### config.mk
export PLATFORM = sky130hd
export DESIGN_NAME = form_credential_parser_core
export DESIGN_NICKNAME = d
export VERILOG_FILES = /design/src/hw/rtl/fcp_pkg.sv /design/src/hw/rtl/fcp_parse.sv /design/src/hw/rtl/fcp_result_fifo.sv /design/src/hw/rtl/form_credential_parser_core.sv
export SDC_FILE = /design/constraint.sdc
export NUM_CORES = 1
export LEC_CHECK = 0
export BUFFER_PORTS_ARGS = -buffer_cell sky130_fd_sc_hd__buf_4
export CAP_MARGIN = 10
export CORE_MARGIN = 2
export CORE_UTILIZATION = 30
export DETAILED_ROUTE_END_ITERATION = 10
export PLACE_DENSITY = 0.53
export SYNTH_ARGS = -nofsm -noshare
export SYNTH_HDL_FRONTEND = slang
export SYNTH_SLANG_ARGS = --single-unit
### constraint.sdc
create_clock -name clk_i -period 12.1 [get_ports clk_i]
set_clock_uncertainty 0.1 [all_clocks]
set_input_delay 0 -clock clk_i [delete_from_list [all_inputs] [get_ports clk_i]]
set_output_delay 0 -clock clk_i [all_outputs]
set_load 0.01 [all_outputs]
### src/hw/rtl/fcp_pkg.sv
// Shared types, constants and lookup functions for the form credential parser.
// Used by the parser, the result queue and the top level; no dependencies.
`timescale 1ns / 1ps

package fcp_pkg;

  // Largest body, in bytes, that is parsed before it counts as oversize.
  localparam int MAX_BODY   = 512;
  localparam int BODY_CNT_W = $clog2(MAX_BODY + 2);

  localparam int LEN_W        = 7;
  localparam int POS_W        = 6;
  localparam int NAME_IDX_W   = 4;

  localparam logic [NAME_IDX_W-1:0] NAME_IDX_SAT  = 4'd15;
  localparam logic [NAME_IDX_W-1:0] SSID_NAME_LEN = 4'd4;
  localparam logic [NAME_IDX_W-1:0] PW_NAME_LEN   = 4'd8;

  localparam logic [LEN_W-1:0] LEN_SAT      = 7'd127;
  localparam logic [LEN_W-1:0] SSID_MAX_LEN = 7'd32;
  localparam logic [LEN_W-1:0] PW_MIN_LEN   = 7'd8;
  localparam logic [LEN_W-1:0] PW_MAX_LEN   = 7'd63;

  localparam logic [7:0] CHAR_SPACE = 8'h20;
  localparam logic [7:0] CHAR_DEL   = 8'h7f;
  localparam logic [7:0] CHAR_TILDE = 8'h7e;
  localparam logic [7:0] CHAR_PLUS  = 8'h2b;
  localparam logic [7:0] CHAR_PCT   = 8'h25;
  localparam logic [7:0] CHAR_AMP   = 8'h26;
  localparam logic [7:0] CHAR_EQ    = 8'h3d;

  localparam int FIFO_DEPTH = 4;
  localparam int FIFO_PTR_W = 2;
  localparam int FIFO_CNT_W = 3;

  typedef enum logic [2:0] {
    VERDICT_OK           = 3'd0,
    VERDICT_BAD_FORM     = 3'd1,
    VERDICT_BAD_SSID     = 3'd2,
    VERDICT_BAD_PASSWORD = 3'd3,
    VERDICT_OVERSIZE     = 3'd4
  } verdict_e;

  typedef struct packed {
    logic             is_verdict;
    logic             field_tag;
    logic [POS_W-1:0] byte_position;
    logic [7:0]       value_byte;
    verdict_e         verdict;
    logic             end_of_run;
  } result_t;

  // Results of one parsed byte, in delivery order.
  typedef struct packed {
    logic [1:0] count;
    result_t    first;
    result_t    second;
  } push_t;

  // Expected name text: "ssid" padded with zero bytes, and "password".
  function automatic logic [7:0] ssid_name_char(logic [2:0] idx);
    logic [7:0] c;
    case (idx)
      3'd0:    c = 8'h73;
      3'd1:    c = 8'h73;
      3'd2:    c = 8'h69;
      3'd3:    c = 8'h64;
      default: c = 8'h00;
    endcase
    return c;
  endfunction

  function automatic logic [7:0] pw_name_char(logic [2:0] idx);
    logic [7:0] c;
    case (idx)
      3'd0:    c = 8'h70;
      3'd1:    c = 8'h61;
      3'd2:    c = 8'h73;
      3'd3:    c = 8'h73;
      3'd4:    c = 8'h77;
      3'd5:    c = 8'h6f;
      3'd6:    c = 8'h72;
      default: c = 8'h64;
    endcase
    return c;
  endfunction

  // Returns {valid, nibble} for a hex digit in either case.
  function automatic logic [4:0] hex_decode(logic [7:0] c);
    logic [4:0] r;
    r = '0;
    if (c >= 8'h30 && c <= 8'h39) begin
      r = {1'b1, c[3:0]};
    end else if ((c >= 8'h61 && c <= 8'h66) || (c >= 8'h41 && c <= 8'h46)) begin
      r = {1'b1, c[3:0] + 4'd9};
    end
    return r;
  endfunction

endpackage

### src/hw/rtl/fcp_parse.sv
// Parser state and the per-byte update: percent decoding, name matching,
// value length and character checks, and the verdict. Depends on fcp_pkg.
`timescale 1ns / 1ps

module fcp_parse import fcp_pkg::*; (
  input  logic       clk_i,
  input  logic       rst_ni,
  input  logic       fire_i,
  input  logic [7:0] byte_i,
  input  logic       final_i,
  output push_t      push_o
);

  typedef enum logic [1:0] {
    ESC_NONE = 2'd0,
    ESC_HIGH = 2'd1,
    ESC_LOW  = 2'd2
  } esc_e;

  esc_e                  esc_q, esc_d;
  logic [3:0]            upper_q, upper_d;
  logic                  in_value_q, in_value_d;
  logic [NAME_IDX_W-1:0] name_idx_q, name_idx_d;
  logic                  could_ssid_q, could_ssid_d;
  logic                  could_pw_q, could_pw_d;
  logic                  target_q, target_d;
  logic [1:0]            seen_q, seen_d;
  logic                  failed_q, failed_d;
  logic [LEN_W-1:0]      ssid_len_q, ssid_len_d;
  logic [LEN_W-1:0]      pw_len_q, pw_len_d;
  logic [1:0]            char_flags_q, char_flags_d;
  logic [BODY_CNT_W-1:0] body_cnt_q, body_cnt_d;

  logic             oversize;
  logic             dec_en;
  logic [7:0]       dec_byte;
  logic [4:0]       hex;
  logic [LEN_W-1:0] len_sel;
  logic             val_emit;
  logic             fail_final;
  result_t          val_res;
  result_t          ver_res;
  verdict_e         verdict;

  always_comb begin
    esc_d        = esc_q;
    upper_d      = upper_q;
    in_value_d   = in_value_q;
    name_idx_d   = name_idx_q;
    could_ssid_d = could_ssid_q;
    could_pw_d   = could_pw_q;
    target_d     = target_q;
    seen_d       = seen_q;
    failed_d     = failed_q;
    ssid_len_d   = ssid_len_q;
    pw_len_d     = pw_len_q;
    char_flags_d = char_flags_q;
    body_cnt_d   = body_cnt_q;

    oversize   = 1'b0;
    dec_en     = 1'b0;
    dec_byte   = '0;
    hex        = hex_decode(byte_i);
    len_sel    = target_q ? pw_len_q : ssid_len_q;
    val_emit   = 1'b0;
    fail_final = 1'b0;
    verdict    = VERDICT_OK;
    val_res    = '0;
    ver_res    = '0;
    push_o     = '0;

    if (fire_i) begin
      if (body_cnt_q <= BODY_CNT_W'(MAX_BODY)) begin
        body_cnt_d = body_cnt_q + 1'b1;
      end
      oversize = body_cnt_d > BODY_CNT_W'(MAX_BODY);

      if (!oversize && !failed_q) begin
        if (esc_q != ESC_NONE) begin
          if (!hex[4]) begin
            failed_d = 1'b1;
          end else if (esc_q == ESC_HIGH) begin
            upper_d = hex[3:0];
            esc_d   = ESC_LOW;
          end else begin
            esc_d    = ESC_NONE;
            dec_byte = {upper_q, hex[3:0]};
            if (dec_byte == 8'h00) begin
              failed_d = 1'b1;
            end else begin
              dec_en = 1'b1;
            end
          end
        end else if (byte_i == CHAR_AMP) begin
          if (!in_value_q) begin
            failed_d = 1'b1;
          end else begin
            upper_d      = '0;
            in_value_d   = 1'b0;
            name_idx_d   = '0;
            could_ssid_d = 1'b1;
            could_pw_d   = 1'b1;
          end
        end else if (byte_i == CHAR_EQ && !in_value_q) begin
          // The name ends here and must select a field that is not yet taken.
          if (could_ssid_q && name_idx_q == SSID_NAME_LEN && !seen_q[0]) begin
            target_d   = 1'b0;
            seen_d[0]  = 1'b1;
            in_value_d = 1'b1;
          end else if (could_pw_q && name_idx_q == PW_NAME_LEN && !seen_q[1]) begin
            target_d   = 1'b1;
            seen_d[1]  = 1'b1;
            in_value_d = 1'b1;
          end else begin
            failed_d = 1'b1;
          end
        end else if (byte_i == CHAR_PLUS) begin
          dec_en   = 1'b1;
          dec_byte = CHAR_SPACE;
        end else if (byte_i == CHAR_PCT) begin
          esc_d = ESC_HIGH;
        end else begin
          dec_en   = 1'b1;
          dec_byte = byte_i;
        end
      end

      if (dec_en && !in_value_q) begin
        if (!name_idx_q[3]) begin
          if (ssid_name_char(name_idx_q[2:0]) != dec_byte) could_ssid_d = 1'b0;
          if (pw_name_char(name_idx_q[2:0]) != dec_byte) could_pw_d = 1'b0;
        end else begin
          could_ssid_d = 1'b0;
          could_pw_d   = 1'b0;
        end
        if (name_idx_q != NAME_IDX_SAT) begin
          name_idx_d = name_idx_q + 1'b1;
        end
      end else if (dec_en) begin
        if (!target_q) begin
          if (dec_byte < CHAR_SPACE || dec_byte == CHAR_DEL) char_flags_d[0] = 1'b1;
        end else begin
          if (dec_byte < CHAR_SPACE || dec_byte > CHAR_TILDE) char_flags_d[1] = 1'b1;
        end
        // Positions past the 6-bit range are not delivered.
        val_emit              = !len_sel[LEN_W-1];
        val_res.field_tag     = target_q;
        val_res.byte_position = len_sel[POS_W-1:0];
        val_res.value_byte    = dec_byte;
        if (len_sel != LEN_SAT) begin
          if (target_q) begin
            pw_len_d = len_sel + 1'b1;
          end else begin
            ssid_len_d = len_sel + 1'b1;
          end
        end
      end

      if (final_i) begin
        fail_final = failed_d || (esc_d != ESC_NONE) || !in_value_d || (seen_d != 2'b11);
        if (oversize) begin
          verdict = VERDICT_OVERSIZE;
        end else if (fail_final) begin
          verdict = VERDICT_BAD_FORM;
        end else if (ssid_len_d == '0 || ssid_len_d > SSID_MAX_LEN || char_flags_d[0]) begin
          verdict = VERDICT_BAD_SSID;
        end else if (pw_len_d != '0 && (pw_len_d < PW_MIN_LEN || pw_len_d > PW_MAX_LEN ||
                                        char_flags_d[1])) begin
          verdict = VERDICT_BAD_PASSWORD;
        end
        ver_res.is_verdict = 1'b1;
        ver_res.verdict    = verdict;
        ver_res.end_of_run = 1'b1;

        esc_d        = ESC_NONE;
        upper_d      = '0;
        in_value_d   = 1'b0;
        name_idx_d   = '0;
        could_ssid_d = 1'b1;
        could_pw_d   = 1'b1;
        target_d     = 1'b0;
        seen_d       = '0;
        failed_d     = 1'b0;
        ssid_len_d   = '0;
        pw_len_d     = '0;
        char_flags_d = '0;
        body_cnt_d   = '0;
      end

      if (val_emit && final_i) begin
        push_o.count  = 2'd2;
        push_o.first  = val_res;
        push_o.second = ver_res;
      end else if (val_emit) begin
        val_res.end_of_run = 1'b1;
        push_o.count       = 2'd1;
        push_o.first       = val_res;
      end else if (final_i) begin
        push_o.count = 2'd1;
        push_o.first = ver_res;
      end
    end
  end

  always_ff @(posedge clk_i or negedge rst_ni) begin
    if (!rst_ni) begin
      esc_q        <= ESC_NONE;
      upper_q      <= '0;
      in_value_q   <= 1'b0;
      name_idx_q   <= '0;
      could_ssid_q <= 1'b1;
      could_pw_q   <= 1'b1;
      target_q     <= 1'b0;
      seen_q       <= '0;
      failed_q     <= 1'b0;
      ssid_len_q   <= '0;
      pw_len_q     <= '0;
      char_flags_q <= '0;
      body_cnt_q   <= '0;
    end else begin
      esc_q        <= esc_d;
      upper_q      <= upper_d;
      in_value_q   <= in_value_d;
      name_idx_q   <= name_idx_d;
      could_ssid_q <= could_ssid_d;
      could_pw_q   <= could_pw_d;
      target_q     <= target_d;
      seen_q       <= seen_d;
      failed_q     <= failed_d;
      ssid_len_q   <= ssid_len_d;
      pw_len_q     <= pw_len_d;
      char_flags_q <= char_flags_d;
      body_cnt_q   <= body_cnt_d;
    end
  end

  // A final byte always leaves the parser ready for the next body.
  assert property (@(posedge clk_i) disable iff (!rst_ni)
    fire_i && final_i |=> body_cnt_q == '0 && seen_q == '0 && !failed_q && !in_value_q)
    else $error("parser state not cleared after final byte");

endmodule

### src/hw/rtl/fcp_result_fifo.sv
// Small result queue: takes up to two results per cycle, delivers one.
// Depends on fcp_pkg.
`timescale 1ns / 1ps

module fcp_result_fifo import fcp_pkg::*; (
  input  logic    clk_i,
  input  logic    rst_ni,
  input  push_t   push_i,
  input  logic    pop_i,
  output logic    room_o,
  output logic    valid_o,
  output result_t head_o
);

  result_t               mem_q [FIFO_DEPTH];
  logic [FIFO_PTR_W-1:0] wr_ptr_q, rd_ptr_q;
  logic [FIFO_CNT_W-1:0] count_q, count_d;
  logic [FIFO_PTR_W-1:0] wr_ptr_next;

  assign wr_ptr_next = wr_ptr_q + 1'b1;
  assign count_d     = count_q + FIFO_CNT_W'(push_i.count) - FIFO_CNT_W'(pop_i);
  assign room_o      = count_q <= FIFO_CNT_W'(FIFO_DEPTH - 2);
  assign valid_o     = count_q != '0;
  assign head_o      = mem_q[rd_ptr_q];

  always_ff @(posedge clk_i) begin
    if (push_i.count != 2'd0) begin
      mem_q[wr_ptr_q] <= push_i.first;
    end
    if (push_i.count == 2'd2) begin
      mem_q[wr_ptr_next] <= push_i.second;
    end
  end

  always_ff @(posedge clk_i or negedge rst_ni) begin
    if (!rst_ni) begin
      wr_ptr_q <= '0;
      rd_ptr_q <= '0;
      count_q  <= '0;
    end else begin
      wr_ptr_q <= wr_ptr_q + FIFO_PTR_W'(push_i.count);
      if (pop_i) begin
        rd_ptr_q <= rd_ptr_q + 1'b1;
      end
      count_q <= count_d;
    end
  end

  assert property (@(posedge clk_i) disable iff (!rst_ni)
    count_q <= FIFO_CNT_W'(FIFO_DEPTH))
    else $error("result queue overflow");

  assert property (@(posedge clk_i) disable iff (!rst_ni)
    push_i.count == 2'd2 |-> count_q <= FIFO_CNT_W'(FIFO_DEPTH - 2))
    else $error("double push without room");

endmodule

### src/hw/rtl/form_credential_parser_core.sv
// Top level of the form credential parser: input register, parser and
// result queue. Depends on fcp_pkg, fcp_parse and fcp_result_fifo.
//
//   Channel  | Direction | tdata                      | tuser      | tlast
//   s_axis   | in        | body_byte                  | -          | final_byte
//   m_axis   | out       | tag, position, byte, verd. | is_verdict | end_of_run
//
// One body byte is taken per cycle while the result queue has room; each byte
// gives zero or one result, the final byte up to two (value byte, then verdict),
// so the output side sets the rate only at the end of a body. A byte's result
// reaches m_axis through the input register and then the result queue.
// The input register is parsed whenever the queue has two free slots, so a
// stalled output backs up into s_axis_tready_o once the queue holds three results.
// Reset clears all parser state; no clearing pass is needed.
`timescale 1ns / 1ps

module form_credential_parser_core import fcp_pkg::*; (
  input  logic        clk_i,
  input  logic        rst_ni,
  input  logic        s_axis_tvalid_i,
  output logic        s_axis_tready_o,
  input  logic [7:0]  s_axis_tdata_i,   // [7:0] body_byte
  input  logic        s_axis_tlast_i,   // final_byte
  output logic        m_axis_tvalid_o,
  input  logic        m_axis_tready_i,
  output logic [23:0] m_axis_tdata_o,   // [0] field_tag, [6:1] byte_position,
                                        // [14:7] value_byte, [17:15] verdict
  output logic        m_axis_tuser_o,   // is_verdict
  output logic        m_axis_tlast_o    // end_of_run
);

  logic       in_valid_q;
  logic [7:0] in_byte_q;
  logic       in_final_q;
  logic       fire;
  logic       room;
  logic       s_xfer;
  push_t      push;
  result_t    head;

  assign fire            = in_valid_q && room;
  assign s_axis_tready_o = !in_valid_q || fire;
  assign s_xfer          = s_axis_tvalid_i && s_axis_tready_o;

  always_ff @(posedge clk_i or negedge rst_ni) begin
    if (!rst_ni) begin
      in_valid_q <= 1'b0;
    end else if (s_xfer) begin
      in_valid_q <= 1'b1;
    end else if (fire) begin
      in_valid_q <= 1'b0;
    end
  end

  always_ff @(posedge clk_i) begin
    if (s_xfer) begin
      in_byte_q  <= s_axis_tdata_i;
      in_final_q <= s_axis_tlast_i;
    end
  end

  fcp_parse u_parse (
    .clk_i   (clk_i),
    .rst_ni  (rst_ni),
    .fire_i  (fire),
    .byte_i  (in_byte_q),
    .final_i (in_final_q),
    .push_o  (push)
  );

  fcp_result_fifo u_fifo (
    .clk_i   (clk_i),
    .rst_ni  (rst_ni),
    .push_i  (push),
    .pop_i   (m_axis_tvalid_o && m_axis_tready_i),
    .room_o  (room),
    .valid_o (m_axis_tvalid_o),
    .head_o  (head)
  );

  assign m_axis_tdata_o = {6'b0, head.verdict, head.value_byte, head.byte_position,
                           head.field_tag};
  assign m_axis_tuser_o = head.is_verdict;
  assign m_axis_tlast_o = head.end_of_run;

  // A verdict always closes the run of results for its byte.
  assert property (@(posedge clk_i) disable iff (!rst_ni)
    m_axis_tvalid_o && m_axis_tuser_o |-> m_axis_tlast_o)
    else $error("verdict without end of run");

  assert property (@(posedge clk_i) disable iff (!rst_ni)
    m_axis_tvalid_o && !m_axis_tuser_o |-> verdict_e'(m_axis_tdata_o[17:15]) == VERDICT_OK)
    else $error("value byte result carries a verdict");

endmodule
Yosys cells after proc, flatten, opt, wreduce, memory -nomap -nowiden
Memories as Yosys holds them, arrays and structs flattened.
Index checks and enable logic that the tools add are counted.
Word-level totals
  register bits after elaboration: 60
  latch bits: 0
  RAM bits: 80
  ROM bits: 0
  input bits: 13
  output and inout port bits: 28
  logic and storage cells: 270
  memories kept: 1
Memories
  u_fifo.mem_q: words 4, bits a word 20, rd ports 1, clocked after memory_dff 0, write ports 2, line fcp_result_fifo.sv:15  | result_t mem_q [FIFO_DEPTH];
Cells by class
  add/sub/neg operators: 9
  multiply operators: 0
  divide/modulo/power cells: 0
  order comparisons: 14
  equality and inequality tests: 24
  shifts and indexed selects: 0
  mux-type cells: 151
  bitwise operators: 0
  reductions and logical operators: 52
Operator list (number)
  8-bit two-way mux: 15
  7-bit two-way mux: 13
  1-bit two-way mux: 70
  4-bit two-way mux: 15
  22-bit two-way mux: 2
  2-bit two-way mux: 21
  42-bit two-way mux: 1
  8-bit by 6-bit == test with 1-bit output (second input constant): 4
  10-bit two-way mux: 3
  15-bit two-way mux: 2
  5-bit one-hot mux with 6 select lines: 1
  21-bit two-way mux: 1
  7-bit one-hot mux with 3 select lines: 1
  20-bit two-way mux: 1
  8-bit by 7-bit >= comparator with 1-bit output (second input constant): 2
  8-bit by 7-bit less-or-equal comparator with 1-bit output (second input constant): 2
  8-bit inequality test: 2
  1-bit logical AND: 15
  7-bit by 6-bit > comparator with 1-bit output (second input constant): 2
  6-bit AND reduction: 2
  2-bit nonzero test: 6
  3-bit nonzero test: 4
  1-bit logical OR: 11
  10-bit by 1-bit adder with 10-bit output (second input constant): 1
  36 further kinds: 53

Logic depth before layout (Yosys ltp)
  word-level depth: 31
  gate-level depth with buffers: 19
  gate-level depth less buffers: 17

Modules after synthesis
From an unflattened synthesis, not the netlist that was laid out.
Second synthesis, totals
  cell total of the unflattened synthesis: 795
  area total of the unflattened synthesis: 9029.9 um^2
Modules (own cells, without submodules)
  fcp_parse: times used 1, cells each 541, area each 4357.9 um^2, sequential area each 1078.5 um^2
  fcp_result_fifo: times used 1, cells each 232, area each 4286.6 um^2, sequential area each 2577.5 um^2
  form_credential_parser_core: times used 1, cells each 22, area each 385.4 um^2, sequential area each 295.3 um^2

Worst setup path after synthesis
OpenSTA, ideal clock, no wires.
  path type: flip-flop to flip-flop
  from: register in_byte_q[0]
  to: register u_fifo.count_q[2]
  setup time: 0.123 ns
  arrival: 3.913 ns
  data required time: 11.877 ns
  slack: 7.965 ns
  cell stages (with the launch flop): 18
  buffers on the path: 3
  clock period less this slack: 4.135 ns
  cell sequence: edfxtp_1 clkbuf_1 inv_1 ha_1 nor3b_1 a311oi_4 o21a_4 a21oi_2 nor3_4 and3_1 clkbuf_1 ha_1 clkbuf_1 nand2_1 ha_1 fa_1 xor2_1 xnor2_1
Between the ends
  cells in the longest elaborated chain, start to end: 20
  elaborated cells on any way between the ends: 39
  those cells by class: add/sub: 3; order compare: 6; eq/ne: 4; mux: 18; reduce/logical: 8
RTL lines
  from (decl): line form_credential_parser_core.sv:33  | logic [7:0] in_byte_q;
  from (signal assigned): line form_credential_parser_core.sv:57  | in_byte_q <= s_axis_tdata_i;
  8-bit by 7-bit >= comparator with 1-bit output / 8-bit by 7-bit less-or-equal comparator with 1-bit output (equally long branches): line fcp_pkg.sv:94  | end else if ((c >= 8'h61 && c <= 8'h66) || (c >= 8'h41 && c <= 8'h46)) begin
  1-bit logical AND: line fcp_pkg.sv:94
  1-bit logical OR: line fcp_pkg.sv:94
  5-bit two-way mux: line fcp_pkg.sv:94
  5-bit two-way mux: line fcp_pkg.sv:92  | if (c >= 8'h30 && c <= 8'h39) begin
  8-bit logical NOT: line fcp_parse.sv:88  | if (dec_byte == 8'h00) begin
  1-bit two-way mux: line fcp_parse.sv:88
  1-bit two-way mux: line fcp_parse.sv:82  | end else if (esc_q == ESC_HIGH) begin
  [5 not listed]
  1-bit two-way mux *: line fcp_parse.sv:128  | if (dec_en && !in_value_q) begin
  1-bit two-way mux *: line fcp_parse.sv:72  | if (fire_i) begin
  22-bit two-way mux / 1-bit logical AND (equally long branches): line fcp_parse.sv:194, fcp_parse.sv:190
  22-bit two-way mux *: line fcp_parse.sv:190  | if (val_emit && final_i) begin
  42-bit two-way mux *: line fcp_parse.sv:72
  3-bit by 2-bit adder with 3-bit output *: line fcp_result_fifo.sv:21  | assign count_d = count_q + FIFO_CNT_W'(push_i.count) - FIFO_CNT_W'(pop_i);
  3-bit by 1-bit subtractor with 3-bit output *: line fcp_result_fifo.sv:21
  named net u_fifo.count_d[2]: line fcp_result_fifo.sv:17  | logic [FIFO_CNT_W-1:0] count_q, count_d;
  to (signal assigned): line fcp_result_fifo.sv:45  | count_q <= count_d;
  to (decl): line fcp_result_fifo.sv:17
Mark *: on every way through the listed nets, which the timed path passes. The rest lies on a longest branch. The select of a mux whose other input is x is not followed.
A chain may end at the register's enable or synchronous reset.

==> flow_summary.toml <==
[floorplan]
die-area_um2 = 26900
start_util_pct = 30.5
chipWidth_um = 164
core-area_um2 = 25200
io_pins = 41
fp.dieH_um = 164
num_rows = 58

[synth]
ys_ff_latch = 140
syn-instance-count = 804
ys_seq_area_share_pct = 43.7
yosysWarnings = 0
syn_area_per_cell_um2 = 9.55
synth_flop_cell = "dfxtp_1"
syn_area_um2 = 7670
async_flop_share_pct = 36.4
synth-edff-count = 29
synth.distinct_cells = 83

[worst_setup_path]
path_max_fanout = 16
critPathSlowestCell = "or4b_4"
critPathCapture = "u_fifo.mem_q[2][3]$_DFFE_PP_"
rr_worst_depth = 12
r2r-start = "in_byte_q[3]$_DFFE_PP_"
path_class = "flip-flop to flip-flop"
cpLargestDelayFamily = "simple AND/OR/NAND/NOR gates"
crit_cells = 12
max_stage_delay_ns = 0.61
timing.critical_path.buf_inv = 1
end_kind = "flip-flop"
worst_ep_required_time_ns = 12.12
rrSetupSlack_ns = 7.41
critPathLaunchType = "flip-flop"
critPathLaunch = "in_byte_q[3]$_DFFE_PP_"
crit_arrival_ns = 4.70
worstReg2RegEnd = "u_fifo.mem_q[2][3]$_DFFE_PP_"
cp_cell_sequence = "or4b_4 -> a311oi_4 -> o21a_4 -> a21oi_2 -> nor3_4 -> and3_1 -> ha_1 -> nor2b_1 -> a21oi_1 -> o21ai_0 -> nand2_1 -> inv_1"

[power_and_ir_drop]
power_w = 0.00163
peakVddDrop_mv = 0.0752
leakage_nw = 3.40
pwr_density_cell_nw_per_um2 = 182

[drt]
drt-initial-drc-count = 497
wl_um = 19900
remaining_drc_errors = 0
detail-route-antenna-nets = 0
viasPerCell = 5.33
firstDrtPassIters = 5
wire_per_inst_um = 16.9
num_vias = 6280

[clock_network]
insertion_delay_ns = 0.44
cts_sinks = 140
cts_tree = "done"
cts_hold_repair.buffers = 12
post_cts_buffers = 0
numCtsBuffers = 17
clock_path_buffers = 2
path_clk_slew_ns = 0.07
htree_levels = 4
cts_resized = 0
root_buffer = "clkbuf_16"

[layout]
finalInstanceArea_um2 = 8940
final_cell_mix = "nand2_1, o21ai_0, dfxtp_1"
diodes = 0
drive_above_1_share_pct = 14.3
final_common_cell = "nand2_1"
fin_util_pct = 35.5
final_nets = 869
area_growth_pct = 16.5

[sta]
final.period_utilization_pct = 38.7
rsz0062_at_grt = "no"
finalCriticalPeriod_ns = 4.69
tightest_slew_ns = 0.976
tns_ns = 0
fmax_mhz = 213
slew_violations = 0
maxSlewHeadroom_pct = 34.7
finalSetupViolCount = 0
hold_viol_final = 0

[placed_design]
port_buffers = 34
place_hpwl_um = 14000
place_congestion = 0.847
place_area_um2 = 8200

[global_route]
overflow = 0
grt_pass1_wl_um = 32800
grt_pass1_vias = 5964
grt_usage_pct = 15.5
grt_max_degree = 52
antenna_found_initial = 0

[flow_run]
drv_cap = 0

[status]
status = "complete, no violations"

[min_path]
holdCritPathClass = "primary input to async pin"
-- per-layer routing --
| metal | part of all wire, % | wire (um) | track usage, % | vias to the layer above |
|---|---|---|---|---|
| li1 | - | - | - | 3036 |
| met1 | 50 | 9890 | 21.7 | 3090 |
| met2 | 45 | 9030 | 24.2 | 138 |
| met3 | 3.7 | 729 | 3.26 | 16 |
| met4 | 1.2 | 231 | 4.59 | 0 |
| met5 | 0 | 0 | 0 | - |
-- stage by stage --
step / instances / hold WS (ns) / setup slack [ns]
CTS: 1178 / 0.0839 / 7.43
detailed placement: 1134 / 0.0110 / 7.46
floorplan: 809 / -0.396 / 7.96
global route: 1178 / 0.124 / 7.10
global placement: 1134 / 0.00868 / 7.53
finish: 1178 / 0.0604 / 7.41
-- worst min-delay path by stage --
stage,to,cells past startpoint,start,slack [ns]
CTS,u_parse.upper_q[3]$_DFFE_PN0P_,2,rst_ni,0.08
global placement,u_parse.upper_q[3]$_DFFE_PN0P_,1,rst_ni,0.009
global route,u_parse.upper_q[3]$_DFFE_PN0P_,2,rst_ni,0.12
finish,u_fifo.count_q[1]$_DFF_PN0_,2,rst_ni,0.06
floorplan,in_valid_q$_DFFE_PN0P_,0,rst_ni,-0.40
detailed placement,u_parse.upper_q[3]$_DFFE_PN0P_,1,rst_ni,0.01
-- flip-flops by register name, summed over array words and instances (netlist names) --
name,cells
u_fifo.mem_q,80
u_parse.body_cnt_q,10
in_byte_q,8
u_parse.pw_len_q,7
u_parse.ssid_len_q,7
u_parse.name_idx_q,4
u_parse.upper_q,4
u_fifo.count_q,3
u_fifo.rd_ptr_q,2
u_fifo.wr_ptr_q,2
u_parse.char_flags_q,2
u_parse.esc_q,2
u_parse.seen_q,2
in_final_q,1
in_valid_q,1
u_parse.could_pw_q,1
u_parse.could_ssid_q,1
u_parse.failed_q,1
u_parse.in_value_q,1
u_parse.target_q,1
-- layout make-up --
class,instances,area [um2]
Multi-Input combinational cell,594,4030
Sequential cell,140,3350
Clock inverter,15,191
Fill cell,2526,16200
Tap cell,330,413
Clock buffer,17,425
Timing Repair Buffer,52,420
Inverter,30,113
-- synth_stat cells (all sizes together), types with 4 or more instances --
cell type | number | area share (%)
clkbuf | 30 | 1.5
a31oi | 8 | 0.65
nand2b | 8 | 0.65
inv | 30 | 1.5
xnor2 | 8 | 0.91
nand2 | 112 | 5.5
dfxtp | 60 | 16
buf | 15 | 1.2
nor3 | 19 | 1.5
o211ai | 5 | 0.49
or2 | 6 | 0.49
o21ai | 76 | 5.0
xor2 | 8 | 0.91
a211oi | 5 | 0.49
o32a | 4 | 0.52
mux2i | 5 | 0.65
nor2b | 11 | 0.90
edfxtp | 29 | 11
or3 | 4 | 0.33
nor4 | 7 | 0.73
and3 | 9 | 0.73
dfrtp | 49 | 16
and2 | 10 | 0.82
o21a | 6 | 0.68
mux2 | 6 | 0.88
o41ai | 4 | 0.46
o22ai | 8 | 0.73
a21oi | 34 | 2.3
a22oi | 14 | 1.4
o31ai | 7 | 0.75
or4 | 4 | 0.39
nor2 | 51 | 2.5
a22o | 34 | 3.9
ha | 20 | 3.3
nand3 | 24 | 1.6
nand4 | 4 | 0.41
mux4 | 20 | 5.9
-- worst reg2reg max path, cell delays in order (launching register included) --
cell,delay [ns]
edfxtp_1,0.52
or4b_4,0.62
a311oi_4,0.53
o21a_4,0.23
a21oi_2,0.10
nor3_4,0.25
and3_1,0.34
ha_1,0.36
nor2b_1,0.28
a21oi_1,0.10
o21ai_0,0.16
nand2_1,0.45
inv_1,0.36
-- power breakdown --
group          total (W)  switching (W)  internal (W)
Combinational   0.000511       0.000321      0.000191
Sequential      0.000587      0.0000585      0.000529
Clock           0.000533       0.000250      0.000283
Total            0.00163       0.000629       0.00100
-- logic make-up (layout without fill, tap and decap cells) --
family	after synthesis	after routing	synth area share [%]
compound gates	236	236	21.0
simple gates	284	284	18.4
mux	31	31	7.40
fa+ha+maj	21	21	3.52
xor+xnor	16	16	1.83
buf+inv	75	114	4.11
other cells	1	6	0.0489
flops	140	140	43.7
Note: power is estimated with default switching activity, not from simulation.
